==> src/hdl/ptb_ram.sv <==
module ptb_ram #(
	parameter int WIDTH = 8,
	parameter int DEPTH = 16
) (
	input  logic                     clk,
	input  logic                     we,
	input  logic [$clog2(DEPTH)-1:0] waddr,
	input  logic [WIDTH-1:0]         wdata,
	input  logic [$clog2(DEPTH)-1:0] raddr,
	output logic [WIDTH-1:0]         rdata
);

	logic [WIDTH-1:0] mem [DEPTH];

	always_ff @(posedge clk) begin
		if (we) begin
			mem[waddr] <= wdata;
		end
		rdata <= mem[raddr];
	end

endmodule

==> config.mk <==
export PLATFORM = sky130hd
export DESIGN_NAME = ptb_ram
export DESIGN_NICKNAME = d
export VERILOG_FILES = /design/src/hdl/ptb_ram.sv
export SDC_FILE = /design/constraint.sdc
export NUM_CORES = 1
export LEC_CHECK = 0
export ABC_AREA = 1
export BUFFER_PORTS_ARGS = -buffer_cell sky130_fd_sc_hd__buf_2
export CAP_MARGIN = 30
export CORE_ASPECT_RATIO = 0.5
export CORE_UTILIZATION = 55
export DETAILED_ROUTE_END_ITERATION = 10
export PLACE_DENSITY = 0.75
export SLEW_MARGIN = 20
export SYNTH_ARGS = -nofsm -noshare
export SYNTH_HDL_FRONTEND = slang
export SYNTH_SLANG_ARGS = --single-unit
==> constraint.sdc <==
create_clock -name clk -period 1.1 [get_ports clk]
set_input_delay 0.22 -clock clk [delete_from_list [all_inputs] [get_ports clk]]
set_output_delay 0.22 -clock clk [all_outputs]
set_load 0.03 [all_outputs]
==> impl_metrics.tcl <==
set metrics [dict create \
    synth-seq-cells 136 \
    ios 26 \
    dp.cells 724 \
    cp-end-kind "output port" \
    report.final.setup_viol 5 \
    drt_wl_total_um 14200 \
    critPathLaunchType "register" \
    seq_area_frac_synth 0.694 \
    synth.distinct_cells 12 \
    syn-num-nets 569 \
    timing.hold.worst.start "wdata[3]" \
    cpLargestDelayFamily "flip-flops" \
    routed_via_density 5.50 \
    synthMuxAreaShare 0 \
    worst-slew-pin-transition_ns 0.390 \
    std_cell_rows 25 \
    clock_latency_late_sink_ns 0.42 \
    power.leakage_nw 3.06 \
    first_pass_grt_wire_length_um 21800 \
    timing.slew.headroom 0.740 \
    post_synth_and_or_nand_nor_area_fraction 0.210 \
    synth_adder_area_share 0 \
    drt_pre_antenna_iters 5 \
    timing.final.crit_share 1.03 \
    globalRouteTotalUtil 0.285 \
    timing.critical_path.required_ns 0.88 \
    leading_post_synthesis_cells_by_cell_area "sky130_fd_sc_hd__edfxtp_1, sky130_fd_sc_hd__nand2_1, sky130_fd_sc_hd__nand3_1" \
    clock.fmax_ghz 0.881 \
    regToRegStartpoint "mem[1][2]" \
    fin_ws_ns -0.0354 \
    worstSetupPathType "reg -> out" \
    maxCapViolCount 0 \
    p_per_area_nw_per_um2 1860 \
    hold_buffers 0 \
    synthesis.instances 551 \
    cp_cell_sequence "buf_6" \
    clk_path_buf_depth 2 \
    synth_area_um2 5770 \
    first_global_vias 3924 \
    route.detailed.drc 0 \
    synth_top_area_cell "sky130_fd_sc_hd__edfxtp_1" \
    syn2layout_area_growth_pct 21.3 \
    synth.avg_cell_area_um2 10.5 \
    nNetsFinal 626 \
    synth_xor_area_frac 0 \
    avgRoutedWirePerCell_um 18.8 \
    cts_root_buffer "sky130_fd_sc_hd__clkbuf_16" \
    total_buffers_and_inverters_traversed_by_the_critical_path 1 \
    violations_in_the_final_reports "negative setup slack" \
    synth_compound_area_frac 0 \
    post-synth-top-area-fraction 0.667 \
    antenna_cells 0 \
    finalHoldViolCount 0 \
    min_delay_path_depth 1 \
    clock_sinks 136 \
    ys_warn_count 0 \
    crit_path_start "rdata[0]" \
    worst_path_max_delay_cell "sky130_fd_sc_hd__dfxtp_4" \
    critPathMaxStageDelay_ns 0.37 \
    grt_remaining_overflow 0 \
    worst_r2r_path_depth 6 \
    grt_antenna_before_repair 0 \
    instance_count_on_the_critical_path 1 \
    cp_data_arrival_time_ns 0.92 \
    design.core.area_um2 9790 \
    cts_setup_buffers 0 \
    cts_inserted_buffers 17 \
    synth_top_family_by_area "simple AND/OR/NAND/NOR gates" \
    register_area_um2 4020 \
    io_buffer_count 25 \
    route.antenna.remaining_nets 0 \
    clk_pin_slew_ns 0.06 \
    die_width_um 147 \
    worstHoldPathType "in -> reg" \
    initial_core_util 0.589 \
    fin_worst_skew_ns 0.00897 \
    die_height_um 74.4 \
    outcome "complete, but fails checks" \
    path_max_fanout 1 \
    fillers 629 \
    unrepaired_setup_endpoints_after_global_routing "yes" \
    vias 4158 \
    finalMaxSlewViolations 0 \
    multiInputGateArea_um2 1250 \
    cts_tree "yes" \
    globalplace.congestion 0.868 \
    layout-drive-gt1-share 0.180 \
    cts_max_level 4 \
    grt_max_degree 31 \
    dp.final_hpwl_um 8820 \
    finalWorstPathRequiredPeriod_ns 1.14 \
    instances_no_fill 756 \
    floorplan.die_area_um2 10900 \
    preCtsSetupSlack_ns -0.177 \
    max-vdd-ir-drop_uv 1120 \
    drt_first_iter_violations 395 \
]
[final timing paths]
| kind | slack, ns | to |
|---|---|---|
| worst max-delay path | -0.04 | rdata[0] |
| worst min-delay path | 0.20 | mem[13][3] |
| worst max register to register | 0.03 | rdata[2] |
| worst min register to register | 0.65 | rdata[6] |
[Yosys cell counts]
master and n:
sky130_fd_sc_hd__buf_2 13, sky130_fd_sc_hd__buf_6 6, sky130_fd_sc_hd__buf_4 4, sky130_fd_sc_hd__nand3b_1 2, sky130_fd_sc_hd__edfxtp_1 128, sky130_fd_sc_hd__nand3_1 97, sky130_fd_sc_hd__buf_1 1, sky130_fd_sc_hd__inv_2 2
sky130_fd_sc_hd__dfxtp_1 8, sky130_fd_sc_hd__nand2_1 173, sky130_fd_sc_hd__inv_1 100, sky130_fd_sc_hd__nor2_1 17
[layout by cell type, fill, tap and decap left out]
cell type | netlist | layout
sky130_fd_sc_hd__inv_2 | 2 | 2
sky130_fd_sc_hd__nand2_2 | 0 | 1
sky130_fd_sc_hd__nand3_2 | 0 | 4
sky130_fd_sc_hd__buf_12 | 0 | 6
sky130_fd_sc_hd__buf_2 | 13 | 17
sky130_fd_sc_hd__dfxtp_4 | 0 | 1
sky130_fd_sc_hd__edfxtp_1 | 128 | 128
sky130_fd_sc_hd__clkbuf_16 | 0 | 17
sky130_fd_sc_hd__nand2_1 | 173 | 172
sky130_fd_sc_hd__nor2_2 | 0 | 5
sky130_fd_sc_hd__clkinv_4 | 0 | 4
sky130_fd_sc_hd__bufinv_16 | 0 | 5
sky130_fd_sc_hd__nand3b_1 | 2 | 2
sky130_fd_sc_hd__dfxtp_2 | 0 | 7
sky130_fd_sc_hd__nor2_1 | 17 | 12
sky130_fd_sc_hd__buf_4 | 4 | 31
sky130_fd_sc_hd__clkinv_1 | 0 | 2
sky130_fd_sc_hd__buf_6 | 6 | 8
sky130_fd_sc_hd__clkinvlp_4 | 0 | 2
sky130_fd_sc_hd__inv_6 | 0 | 2
sky130_fd_sc_hd__nand3_1 | 97 | 93
sky130_fd_sc_hd__inv_1 | 100 | 100
[cell families after synthesis]
logic type,Yosys count
buffers and inverters,126
AND/OR/NAND/NOR,289
flip-flops,136
[repair_timing]
| item | in CTS | in global routing |
|---|---|---|
| endpoints found under the setup margin | 9 | 11 |
| pin swaps | 0 | 0 |
| hold endpoints to repair | 0 | 0 |
| gates resized for setup | 26 | 4 |
[final cells by class]
type / count / share of cell area
clock inverters: 15 / 0.0322
clock buffers: 17 / 0.0608
inverters: 102 / 0.0547
well taps: 135 / 0.0241
repair buffers: 62 / 0.0755
multi-input cells: 289 / 0.179
flip-flops and latches: 136 / 0.574
[layer usage]
metal / share of wire / wire length, um / track usage / up-vias
li1: - / - / - / 1895
met1: 0.41 / 5800 / 0.373 / 1968
met2: 0.46 / 6530 / 0.448 / 257
met3: 0.11 / 1560 / 0.0798 / 38
met4: 0.025 / 349 / 0.142 / 0
met5: 0 / 0 / 0 / -
[registers in the layout, summed over array words and instances, names as in the netlist]
name and count:
mem 128, rdata 8
[stage by stage]
step	hold slack, ns	utilization	total power [W]	setup TNS, ns	instance area (um^2)
floorplan	0.319	-	0.00641	-6.08	5780
global placement	0.627	0.639	0.00674	-9.67	6260
detailed placement	0.635	0.639	0.00676	-11.86	6260
CTS	0.194	0.713	0.0130	-0.120	6980
global route	0.192	0.715	0.0133	-0.176	7000
finish	0.202	0.715	0.0130	-0.0718	7000
[power by group]
group	switching [W]	internal [W]
Sequential	0.0000512	0.00580
Combinational	0.000600	0.000300
Clock	0.00224	0.00403
Total	0.00289	0.0101
Note: power is estimated with default switching activity, not from simulation.
