--- src/hdl/ptb_pkg.sv ---
package ptb_pkg;

	localparam int MAX_LEN_DEF  = 4096;
	localparam int ALPHABET_DEF = 26;
	localparam int LETTER_W     = 5;
	localparam int OUT_W        = 13;
	localparam int ROOT_EVEN    = 0;
	localparam int ROOT_ODD     = 1;

	typedef enum logic [3:0] {
		ST_CLEAR,
		ST_IDLE,
		ST_NODE_RD,
		ST_NODE_CHK,
		ST_TEXT_CHK,
		ST_CHILD_RD,
		ST_CHILD_CHK,
		ST_INFO_RD,
		ST_INFO_CHK,
		ST_DONE
	} state_t;

	typedef struct packed {
		logic [OUT_W-1:0] node_index;
		logic [OUT_W-1:0] pal_length;
		logic [OUT_W-1:0] suffix_pal_count;
		logic             created;
		logic             overflow;
	} result_t;

endpackage

--- src/hdl/ptb_seq.sv ---
module ptb_seq #(
	parameter int MAX_LEN  = ptb_pkg::MAX_LEN_DEF,
	parameter int ALPHABET = ptb_pkg::ALPHABET_DEF,
	localparam int NODE_CAP = MAX_LEN + 2,
	localparam int PW       = $clog2(MAX_LEN + 1),
	localparam int NW       = $clog2(NODE_CAP),
	localparam int TAW      = $clog2(MAX_LEN),
	localparam int CDEPTH   = NODE_CAP * ALPHABET,
	localparam int CAW      = $clog2(CDEPTH),
	localparam int NDW      = NW + 2 * PW
) (
	input  logic                          clk,
	input  logic                          arst_n,
	input  logic                          in_valid,
	input  logic [ptb_pkg::LETTER_W-1:0]  in_letter,
	output logic                          idle,
	output logic                          fin,
	input  logic                          slot_free,
	output ptb_pkg::result_t              res,
	output logic                          text_we,
	output logic [TAW-1:0]                text_waddr,
	output logic [ptb_pkg::LETTER_W-1:0]  text_wdata,
	output logic [TAW-1:0]                text_raddr,
	input  logic [ptb_pkg::LETTER_W-1:0]  text_rdata,
	output logic                          node_we,
	output logic [NW-1:0]                 node_waddr,
	output logic [NDW-1:0]                node_wdata,
	output logic [NW-1:0]                 node_raddr,
	input  logic [NDW-1:0]                node_rdata,
	output logic                          child_we,
	output logic [CAW-1:0]                child_waddr,
	output logic [NW-1:0]                 child_wdata,
	output logic [CAW-1:0]                child_raddr,
	input  logic [NW-1:0]                 child_rdata
);
	import ptb_pkg::*;

	state_t state_q, state_d;

	logic [CAW-1:0]      clr_q;
	logic [PW-1:0]       pos_q;
	logic [NW-1:0]       total_q;
	logic [NW-1:0]       last_q;
	logic                phase_q;
	logic [LETTER_W-1:0] ch_q;
	logic [NW-1:0]       u_q;
	logic [NW-1:0]       link_q;
	logic [PW:0]         ulen_q;
	logic [PW:0]         plen_q;
	logic [CAW-1:0]      pcaddr_q;
	logic [NW-1:0]       tgt_q;
	result_t             res_q;

	logic [LETTER_W-1:0] ch_sat;
	logic                full;
	logic [NW-1:0]       nd_link;
	logic [PW-1:0]       nd_len;
	logic [PW-1:0]       nd_cnt;
	logic [NW-1:0]       cl;
	logic [PW:0]         clen;
	logic [PW+1:0]       k;
	logic                u_odd;
	logic                k_neg;
	logic                text_hit;
	logic                child_zero;
	logic [CAW-1:0]      caddr;
	logic [NW-1:0]       new_idx;
	logic [PW:0]         new_len_w;
	logic [PW-1:0]       new_cnt;

	assign ch_sat = (9'(in_letter) >= 9'(ALPHABET)) ? LETTER_W'(ALPHABET - 1) : in_letter;
	assign full   = (pos_q == PW'(MAX_LEN));

	assign nd_link = node_rdata[NDW-1 -: NW];
	assign nd_len  = node_rdata[2*PW-1 -: PW];
	assign nd_cnt  = node_rdata[PW-1:0];

	// roots are not kept in the node memory
	always_comb begin
		if (u_q == NW'(ROOT_EVEN)) begin
			cl   = NW'(ROOT_ODD);
			clen = '0;
		end else if (u_q == NW'(ROOT_ODD)) begin
			cl   = NW'(ROOT_EVEN);
			clen = '1;
		end else begin
			cl   = nd_link;
			clen = {1'b0, nd_len};
		end
	end

	assign k          = {2'b00, pos_q} - {clen[PW], clen} - (PW+2)'(1);
	assign u_odd      = (u_q == NW'(ROOT_ODD));
	assign k_neg      = k[PW+1];
	assign text_hit   = (text_rdata == ch_q);
	assign child_zero = (child_rdata == '0);
	assign caddr      = CAW'(u_q) * CAW'(ALPHABET) + CAW'(ch_q);
	assign new_idx    = total_q + NW'(1);
	assign new_len_w  = plen_q + (PW+1)'(2);
	assign new_cnt    = ((tgt_q < NW'(2)) ? PW'(0) : nd_cnt) + PW'(1);

	assign idle = (state_q == ST_IDLE);
	assign fin  = (state_q == ST_DONE);
	assign res  = res_q;

	assign text_we    = idle && in_valid && !full;
	assign text_waddr = pos_q[TAW-1:0];
	assign text_wdata = ch_sat;
	assign text_raddr = k[TAW-1:0];

	assign node_we    = (state_q == ST_INFO_CHK) && phase_q;
	assign node_waddr = new_idx;
	assign node_wdata = {tgt_q, new_len_w[PW-1:0], new_cnt};
	assign node_raddr = (state_q == ST_INFO_RD) ? tgt_q : u_q;

	assign child_raddr = caddr;

	always_comb begin
		child_we    = 1'b0;
		child_waddr = pcaddr_q;
		child_wdata = new_idx;
		if (state_q == ST_CLEAR) begin
			child_we    = 1'b1;
			child_waddr = clr_q;
			child_wdata = '0;
		end else if (state_q == ST_INFO_CHK && phase_q) begin
			child_we = 1'b1;
		end
	end

	always_ff @(posedge clk or negedge arst_n) begin
		if (!arst_n) begin
			state_q <= ST_CLEAR;
		end else begin
			state_q <= state_d;
		end
	end

	always_comb begin
		state_d = state_q;
		case (state_q)
			ST_CLEAR: begin
				if (clr_q == CAW'(CDEPTH - 1)) begin
					state_d = ST_IDLE;
				end
			end
			ST_IDLE: begin
				if (in_valid) begin
					state_d = full ? ST_DONE : ST_NODE_RD;
				end
			end
			ST_NODE_RD:  state_d = ST_NODE_CHK;
			ST_NODE_CHK: begin
				if (u_odd) begin
					state_d = ST_CHILD_RD;
				end else if (k_neg) begin
					state_d = ST_NODE_RD;
				end else begin
					state_d = ST_TEXT_CHK;
				end
			end
			ST_TEXT_CHK: state_d = text_hit ? ST_CHILD_RD : ST_NODE_RD;
			ST_CHILD_RD: state_d = ST_CHILD_CHK;
			ST_CHILD_CHK: begin
				state_d = (!phase_q && child_zero) ? ST_NODE_RD : ST_INFO_RD;
			end
			ST_INFO_RD:  state_d = ST_INFO_CHK;
			ST_INFO_CHK: state_d = ST_DONE;
			ST_DONE: begin
				if (slot_free) begin
					state_d = ST_IDLE;
				end
			end
			default: state_d = ST_IDLE;
		endcase
	end

	always_ff @(posedge clk or negedge arst_n) begin
		if (!arst_n) begin
			clr_q   <= '0;
			pos_q   <= '0;
			total_q <= NW'(ROOT_ODD);
			last_q  <= NW'(ROOT_EVEN);
			phase_q <= 1'b0;
		end else begin
			case (state_q)
				ST_CLEAR: clr_q <= clr_q + CAW'(1);
				ST_IDLE: begin
					if (in_valid) begin
						phase_q <= 1'b0;
					end
				end
				ST_CHILD_CHK: begin
					if (!phase_q && child_zero) begin
						phase_q <= 1'b1;
					end
				end
				ST_INFO_CHK: begin
					pos_q <= pos_q + PW'(1);
					if (phase_q) begin
						total_q <= new_idx;
						last_q  <= new_idx;
					end else begin
						last_q <= tgt_q;
					end
				end
				default: ;
			endcase
		end
	end

	always_ff @(posedge clk) begin
		case (state_q)
			ST_IDLE: begin
				if (in_valid) begin
					ch_q  <= ch_sat;
					u_q   <= last_q;
					res_q <= '{overflow: 1'b1, default: '0};
				end
			end
			ST_NODE_CHK: begin
				link_q <= cl;
				ulen_q <= clen;
				if (!u_odd && k_neg) begin
					u_q <= cl;
				end
			end
			ST_TEXT_CHK: begin
				if (!text_hit) begin
					u_q <= link_q;
				end
			end
			ST_CHILD_RD: begin
				if (!phase_q) begin
					plen_q   <= ulen_q;
					pcaddr_q <= caddr;
				end
			end
			ST_CHILD_CHK: begin
				tgt_q <= child_rdata;
				if (!phase_q && child_zero) begin
					u_q <= link_q;
				end
			end
			ST_INFO_CHK: begin
				if (phase_q) begin
					res_q <= '{node_index: OUT_W'(new_idx),
						pal_length: OUT_W'(new_len_w[PW-1:0]),
						suffix_pal_count: OUT_W'(new_cnt),
						created: 1'b1, overflow: 1'b0};
				end else begin
					res_q <= '{node_index: OUT_W'(tgt_q),
						pal_length: OUT_W'(nd_len),
						suffix_pal_count: OUT_W'(nd_cnt),
						created: 1'b0, overflow: 1'b0};
				end
			end
			default: ;
		endcase
	end

endmodule
--- config.mk ---
export PLATFORM = sky130hd
export DESIGN_NAME = ptb_seq
export DESIGN_NICKNAME = d
export VERILOG_FILES = /design/src/hdl/ptb_pkg.sv /design/src/hdl/ptb_seq.sv
export SDC_FILE = /design/constraint.sdc
export NUM_CORES = 1
export LEC_CHECK = 0
export ABC_AREA = 1
export BUFFER_PORTS_ARGS = -buffer_cell sky130_fd_sc_hd__buf_2
export CORE_MARGIN = 4
export CORE_UTILIZATION = 46
export DETAILED_ROUTE_END_ITERATION = 10
export PLACE_DENSITY = 0.69
export SLEW_MARGIN = 20
export SYNTH_ARGS = -nofsm -noshare
export SYNTH_HDL_FRONTEND = slang
export SYNTH_SLANG_ARGS = --single-unit
--- constraint.sdc ---
create_clock -name clk -period 10.52 [get_ports clk]
set_input_delay 3.156 -clock clk [delete_from_list [all_inputs] [get_ports clk]]
set_output_delay 3.156 -clock clk [all_outputs]
set_load 0.03 [all_outputs]
==> run metrics, run 1 <==
Synth area leaders edfxtp_1 33%, dfrtp_1 13%, nand2_1 9.1%; worst endpoint data arrival time 5090 ps; P_leak 6.729 nW; register bit total from synthesis 189; CP required 7360 ps; Tot Pwr between 4 and 5 mW; top-area cell type share of the netlist area 0.3346; input/output buffers roughly 250; WS Path Type in -> out; ANT nets after route 0; die area 27570 sq um; Rel. slew slack 0.3422; final setup fails 0; worst-path fanout max 3; P&R area growth vs syn 18.20%; final hold violation count 0; critical path launch point type input pin; gp weighted congestion 0.9251; sequential cell area fraction in the yosys report 0.4675; vias in the first global route 9256; post-CTS setup buffer count 0; Max clock buf depth 2; crit end category output pin; CTS sink count 189; TritonCTS buffer count 17; chip height 166.0 um; Ports 253; synth cell count leaders 278 x nand2_1, 241 x inv_1, 128 x edfxtp_1; core area 24460 sq um; first drt pass iteration count 5; WHS Path Cells 0; H-tree depth 4; status finished clean; GRT Residual Overflow 0; synth unique cells 45; FF-to-FF setup slack between 6000 and 7000 ps; Hold Path Class reg -> reg; PwrDens 351.3 nW/um^2; TritonCTS clock tree done; setup TNS 0 ps; cell area after synthesis 11490 sq um; clock slew at reported path FFs 70 ps; die width 166.0 um; Cells after Synth 1320; Worst R2R Path Depth 17; synthesized area per cell 8.703 sq um; Starting Density 0.4696; peak supply drop 0.7002 mV; first-pass GRT wire length 51160 um; worst skew pair latency 430 ps; YS warnings 0; Iter 0 DRT Violations 744; fin crit period 8248 ps; FF-to-FF Start u_q[11]$_DFFE_PP_; Post-route DRC 0; Total Wirelength 32800 um; Layout Skew just under 10 ps; Fmax approximately 0.12 GHz; Post-DP HPWL approximately 26000 um; max_cap viols 0; hold-fix buffer count after cts 0; count leader, synth nand2_1; initial antenna violation count 1; Post-CTS Resized 0; WL/cell 17.30 um; top_reg_cell synth edfxtp_1; final worst path period share 0.7841; share of layout cells above drive strength 1 0.2043; DR vias 9765; largest net degree at the start of global routing 62; vias per cell ~5; min-delay src ulen_q[9]$_DFFE_PP_; Root Driver clkbuf_16; nets 1694; fraction of registers with async set/reset 0.3228; Net Count, Synth 1456; FF-to-FF End u_q[9]$_DFFE_PP_; RSZ-0062 raised after global routing no; all-layer global routing usage 0.2329; number of enable flip-flop cells after synthesis 128; Fillers 2252; worst-margin pin slew 985.7 ps; Rows between 50 and 60; area leader, netlist edfxtp_1; Hold EP plen_q[9]$_DFFE_PP_; final max-slew violation count 0
-- per-layer routing --
| metal | up-vias | track usage | wire length, um |
|---|---|---|---|
| met5 | - | 0 | 0 |
| met1 | 4597 | 0.3272 | 14630 |
| met2 | 352 | 0.3670 | 15170 |
| met3 | 45 | 0.05070 | 2288 |
| li1 | 4771 | - | - |
| met4 | 0 | 0.06564 | 704 |
-- layout make-up --
| cell class | instances | area [sq um] | area share |
|---|---|---|---|
| Sequential cell | 189 | 5371 | 0.3956 |
| Clock buffer | 17 | 425.4 | 0.03133 |
| Antenna cell | 1 | 2.502 | 0.0001843 |
| Multi-Input combinational cell | 846 | 5006 | 0.3687 |
| Tap cell | 324 | 405.4 | 0.02985 |
| Clock inverter | 15 | 130.1 | 0.009583 |
| Timing Repair Buffer | 260 | 1321 | 0.09730 |
| Inverter | 244 | 917.1 | 0.06754 |
-- registers in the layout (all words and copies together) (netlist names) --
signal	cells
res	41
clr_q	17
pcaddr_q	17
last_q	13
link_q	13
plen_q	13
pos_q	13
tgt_q	13
total_q	13
u_q	13
ulen_q	13
ch_q	5
state_q	4
phase_q	1
-- logic make-up after synthesis --
family                   synth area share
AO/OA/AOI/OAI                     0.08310
AND/OR/NAND/NOR                    0.2063
flip-flops                         0.4675
adder cells (fa/ha/maj)           0.08408
buffers and inverters             0.09878
XOR/XNOR                          0.06023
-- layout by cell type (no fill, tap or decap), drive strengths merged, types with 2 or more instances in the layout --
cell	netlist	layout
and2	10	10
o21ai	96	96
a22o	12	12
clkinvlp	0	3
nor4	10	10
a31oi	2	2
a21boi	2	2
o211ai	3	3
clkbuf	19	17
a21oi	19	19
nand4	30	30
xnor2	11	11
nor3	30	30
edfxtp	128	128
clkinv	1	7
nand3	69	69
inv	243	249
o21bai	12	12
buf	22	260
nor2	102	102
ha	58	58
nand3b	2	2
a22oi	12	12
dfrtp	60	60
a21o	2	2
nand2	280	280
xor2	68	68
fa	12	12
-- critical path: stages --
cell	delay, ps
buf_2	110
o21ai_0	310
ha_1	240
inv_1	50
fa_1	410
inv_1	90
a21oi_1	90
o21ai_0	220
xor2_1	190
buf_2	220
-- through the flow --
step	setup WS, ps	instances	hold slack [ps]	cell area [sq um]	utilization
finish	2272	1896	423.9	13580	0.5551
global route	2088	1896	428.0	13580	0.5551
CTS	2288	1895	425.1	13580	0.5550
detailed placement	2311	1863	406.6	13020	0.5323
global placement	2317	1863	400.4	13020	0.5322
floorplan	2514	1320	400.3	11490	-
-- how the worst max path moves through the flow --
stage | from | end | slack, ps | cells after the start
after detailed placement | node_rdata[13] | text_raddr[8] | 2310 | 10
final | node_rdata[13] | text_raddr[8] | 2270 | 10
after global placement | node_rdata[15] | text_raddr[9] | 2320 | 11
after floorplan | node_rdata[15] | text_raddr[9] | 2510 | 9
after CTS | node_rdata[13] | text_raddr[8] | 2290 | 10
after global routing | node_rdata[15] | text_raddr[9] | 2090 | 11
-- power breakdown --
| group | switching [mW] | total, mW | internal (mW) |
|---|---|---|---|
| sequential | 0.0715 | 1.05 | 0.981 |
| clock | 0.305 | 0.615 | 0.310 |
| combinational | 2.23 | 3.10 | 0.875 |
| total | 2.60 | 4.77 | 2.17 |
Power figures use the tool's default switching activity.
==> run 2: changes to the inputs <==
==> constraint.sdc (replaced) <==
create_clock -name clk -period 8 [get_ports clk]
set_input_delay 2.4 -clock clk [delete_from_list [all_inputs] [get_ports clk]]
set_output_delay 2.4 -clock clk [all_outputs]
set_load 0.03 [all_outputs]
==> run metrics, run 2 (synthesis results as in run 1) <==
P&R area growth vs syn 18.45%; final worst path period share 0.8387; P_leak 6.743 nW; Placed Area 13020 sq um; GRT Residual Overflow 0; Post-route DRC 0; Rel. slew slack 0.3265; core area approximately 24000 sq um; WS Path Type in -> out; vias per cell about 5.1; WHS Path Cells 0; Ports 253; commonest non-fill, non-tap cell in the layout nand2_1; all-layer global routing usage 0.2351; worst-path fanout max 3; Fmax 0.1490 GHz; GR Util met2 0.3707; clock slew at reported path FFs around 80 ps; worst-margin pin slew roughly 1000 ps; peak supply drop roughly 0.86 mV; Pint 2.878 mW; H-tree depth 4; PwrDens 464.7 nW/um^2; max_cap viols 0; share of layout cells above drive strength 1 0.2037; vias in the first global route 9297; Worst R2R Path Depth 16; Max stage delay on crit path 420 ps; Iter 0 DRT Violations 752; initial antenna violation count 1; part of the power in registers 0.219; Total Wirelength 33100 um; final setup fails 0; Critical Path, Cell by Cell buf_2, o21ai_0, ha_1, inv_1, fa_1, inv_1, a21oi_1, o21ai_0, xor2_1, buf_2; WL/cell 17.46 um; gp weighted congestion slightly above 0.9; final max-slew violation count 0; first-pass GRT wire length just over 50000 um; met1 Use GR 0.3325; chip height 166.0 um; Critical-path top delay cell fa_1; Hold Path Class reg -> reg; critical path launch point type input pin; Clock Power Share 0.134; post-CTS setup buffer count 0; CTS sink count 189; worst skew pair latency approximately 430 ps; first drt pass iteration count 5; Max clock buf depth 2; Starting Density 0.4696; TritonCTS clock tree done; Root Driver clkbuf_16; Comb power frac 0.647; die area about 28000 sq um; input/output buffers 252; TritonCTS buffer count 17; fin crit period 6710 ps; CP required 5600 ps; setup TNS 0 ps; switch share 0.5449; post-route cell area approximately 14000 sq um; die width 166.0 um; worst endpoint data arrival time roughly 4300 ps; nets 1694; NetSw 3.446 mW; Post-CTS Resized 0; Post-DP HPWL roughly 26000 um; met3 Use GR 0.04523; hold-fix buffer count after cts 0; RSZ-0062 raised after global routing no; Rows 57; GRT busiest layer met2; Layout Skew 12.16 ps; largest net degree at the start of global routing slightly above 60; status finished clean; crit end category output pin; ANT nets after route 0; max reg flops 41; DR vias 9724; final hold violation count 0; most frequent cells in the layout 278 x nand2_1, 252 x buf_2, 241 x inv_1, 128 x edfxtp_1, 91 x nor2_1
run 2: per-layer routing:
layer / up-vias / wire length [um]
li1: 4756 / -
met4: 0 / 860
met1: 4545 / 15000
met3: 43 / 2231
met2: 380 / 15010
met5: - / 0
run 2: final cells by class:
type                    count  area (sq um)
multi-input cells         846          5006
clock buffers              17         425.4
fillers                  2214         10850
diodes                      1         2.502
flip-flops and latches    189          5371
clock inverters            15         158.9
repair buffers            260          1321
well taps                 324         405.4
inverters                 244         917.1
run 2: worst paths after layout:
path / startpoint / to / slack [ps]
hold reg to reg: ulen_q[2]$_DFFE_PP_ / plen_q[2]$_DFFE_PP_ / 420
min in group asynchronous: arst_n / last_q[2]$_DFFE_PN0P_ / 2140
setup / recovery: node_rdata[13] / text_raddr[8] / 1290
setup reg to reg: u_q[9]$_DFFE_PP_ / u_q[9]$_DFFE_PP_ / 3650
hold / removal: ulen_q[2]$_DFFE_PP_ / plen_q[2]$_DFFE_PP_ / 420
max in group asynchronous: arst_n / clr_q[12]$_DFFE_PN0P_ / 5270
run 2: critical path, delay by kind of cell:
kind,cells,cell delay (ps)
AO/OA/AOI/OAI,3,590
XOR/XNOR,1,180
adder cells (fa/ha/maj),2,650
buffers and inverters,4,470
run 2: through the flow:
stage	hold slack (ps)	instances	util	setup WS (ps)	total power, mW
finish	415.2	1896	0.5563	1290	6.324
floorplan	400.3	1320	-	1506	4.354
global placement	400.4	1863	0.5322	1309	5.415
global route	437.2	1896	0.5563	1137	6.805
detailed placement	404.5	1863	0.5322	1323	5.464
CTS	417.4	1895	0.5561	1299	6.321
run 2: power groups by stage:
stage | registers (mW) | logic, mW | clock network [mW]
final | 1.39 | 4.09 | 0.847
after global routing | 1.40 | 4.50 | 0.903
after CTS | 1.38 | 4.08 | 0.860
after detailed placement | 1.40 | 4.06 | 0
after global placement | 1.40 | 4.02 | 0
after floorplan | 1.45 | 2.91 | 0
==> run 3: changes to the inputs <==
--- a/config.mk
+++ b/config.mk
@@ -10,7 +10,7 @@
 export CORE_MARGIN = 4
 export CORE_UTILIZATION = 46
 export DETAILED_ROUTE_END_ITERATION = 10
-export PLACE_DENSITY = 0.69
+export PLACE_DENSITY = 0.72
 export SLEW_MARGIN = 20
 export SYNTH_ARGS = -nofsm -noshare
 export SYNTH_HDL_FRONTEND = slang
==> constraint.sdc (replaced) <==
create_clock -name clk -period 5.45 [get_ports clk]
set_input_delay 1.635 -clock clk [delete_from_list [all_inputs] [get_ports clk]]
set_output_delay 1.635 -clock clk [all_outputs]
set_load 0.03 [all_outputs]
==> run metrics, run 3 (synthesis results as in run 1) <==
Max clock buf depth 2; ant diodes 0; peak supply drop 1.134 mV; worst-path fanout max 5; FF-to-FF End u_q[11]$_DFFE_PP_; Worst Slack Setup Final 158.1 ps; worst endpoint data arrival time approximately 3700 ps; Iter 0 DRT Violations 780; P_leak around 6.8 nW; CP required 3820 ps; final hold violation count 0; gp weighted congestion 0.9400; first-pass GRT wire length 51070 um; largest net degree at the start of global routing 43; TritonCTS buffer count 17; Hold EP plen_q[5]$_DFFE_PP_; die area 27570 sq um; fin crit period 5292 ps; Hold WS ~420 ps; hold-fix buffer count after cts 0; Hold Path Class reg -> reg; die width 166.0 um; CTS sink count 189; Post-route DRC 0; GRT Residual Overflow 0; clock slew at reported path FFs approximately 80 ps; share of layout cells above drive strength 1 0.2273; first drt pass iteration count 6; vias per cell between 5 and 6; Total Wirelength 33050 um; Root Driver clkbuf_16; WHS Path Cells 0; PwrDens between 700 and 800 nW/um^2; ANT nets after route 0; nets 1711; chip height 166.0 um; Fmax 0.1890 GHz; status finished clean; final worst path period share 0.9710; max_cap viols 0; DR vias 9913; commonest non-fill, non-tap cell in the layout nand2_1; Clock Power Share 0.128; initial antenna violation count 0; WS Path Type reg -> out; worst-margin pin slew 1001 ps; H-tree depth 4; FF-to-FF setup slack 1880 ps; FF-to-FF Start u_q[10]$_DFFE_PP_; final setup fails 0; P&R area growth vs syn 20.20%; Layout Skew 15.38 ps; input/output buffers 252; crit path launch u_q[1]$_DFFE_PP_; Comb power frac 0.664; max reg flops 41; worst skew pair latency 450 ps; Pint roughly 4.4 mW; part of the power in registers 0.208; Ports 253; Starting Density 0.4696; dpl ws 245.4 ps; Worst R2R Path Depth 18; TritonCTS clock tree done; WL/cell roughly 17 um; critical path launch point type register; Rows 57; final max-slew violation count 0; crit end category output pin; most frequent cells in the layout 272 x nand2_1, 250 x buf_2, 237 x inv_1, 128 x edfxtp_1, 90 x o21ai_0; Post-DP HPWL 26220 um; min-delay src ulen_q[5]$_DFFE_PP_; switch share 0.5439; vias in the first global route 9369; all-layer global routing usage 0.2321; core area ~24000 sq um; setup TNS 0 ps; NetSw 5.305 mW; Rel. slew slack 0.3254
## run 3: repair_timing
action                                  in CTS  in global routing
resized for setup                            0                 27
endpoints found under the setup margin       1                 11
pin swaps                                    0                  3
setup buffers                                2                 13
## run 3: cell type report
class	count	area (sq um)
inverters	244	917.1
clock buffers	17	425.4
well taps	324	405.4
flip-flops and latches	189	5371
fillers	2165	10650
multi-input cells	846	5067
clock inverters	15	165.2
repair buffers	277	1458
## run 3: metal layers
metal	vias to the layer above	routed length [um]	track usage
met5	-	0	0
met4	0	1062	0.07963
met3	62	2569	0.04951
met2	414	14870	0.3580
met1	4642	14550	0.3275
li1	4795	-	-
## run 3: worst max path at each step
stage,cells after the start,slack (ps),to
finish,15,160,child_raddr[13]
global route,16,-50,text_raddr[9]
CTS,16,0.8,child_raddr[12]
detailed placement,11,250,text_raddr[9]
global placement,11,330,text_raddr[9]
floorplan,2,330,res[0]$_SDFFCE_PN1P_
## run 3: worst max-delay path: stages (launching register included)
cell and delay [ps]:
edfxtp_1 480, ha_1 320, inv_1 50, fa_1 580, inv_1 70, ha_1 310, nand3_1 90, nand3_1 180
or2_2 340, nand2_2 120, inv_1 70, nand2_1 80, nor2_1 40, nand3_1 130, xor2_2 200, buf_6 160
## run 3: power groups by stage
stage / combinational [mW] / clock [mW] / sequential [mW]
after CTS: 6.09 / 1.25 / 2.03
after floorplan: 4.26 / 0 / 2.13
after detailed placement: 6.05 / 0 / 2.06
after global routing: 7.12 / 1.33 / 2.05
final: 6.48 / 1.25 / 2.03
after global placement: 5.98 / 0 / 2.05
## run 3: through the flow
stage | cells | power, mW | area, sq um | util
6_report | 1912 | 9.754 | 13810 | 0.5645
5_1_grt | 1912 | 10.49 | 13810 | 0.5645
4_1_cts | 1899 | 9.369 | 13640 | 0.5576
3_5_place_dp | 1865 | 8.105 | 13030 | 0.5328
3_3_place_gp | 1865 | 8.026 | 13030 | 0.5328
2_1_floorplan | 1320 | 6.392 | 11490 | -
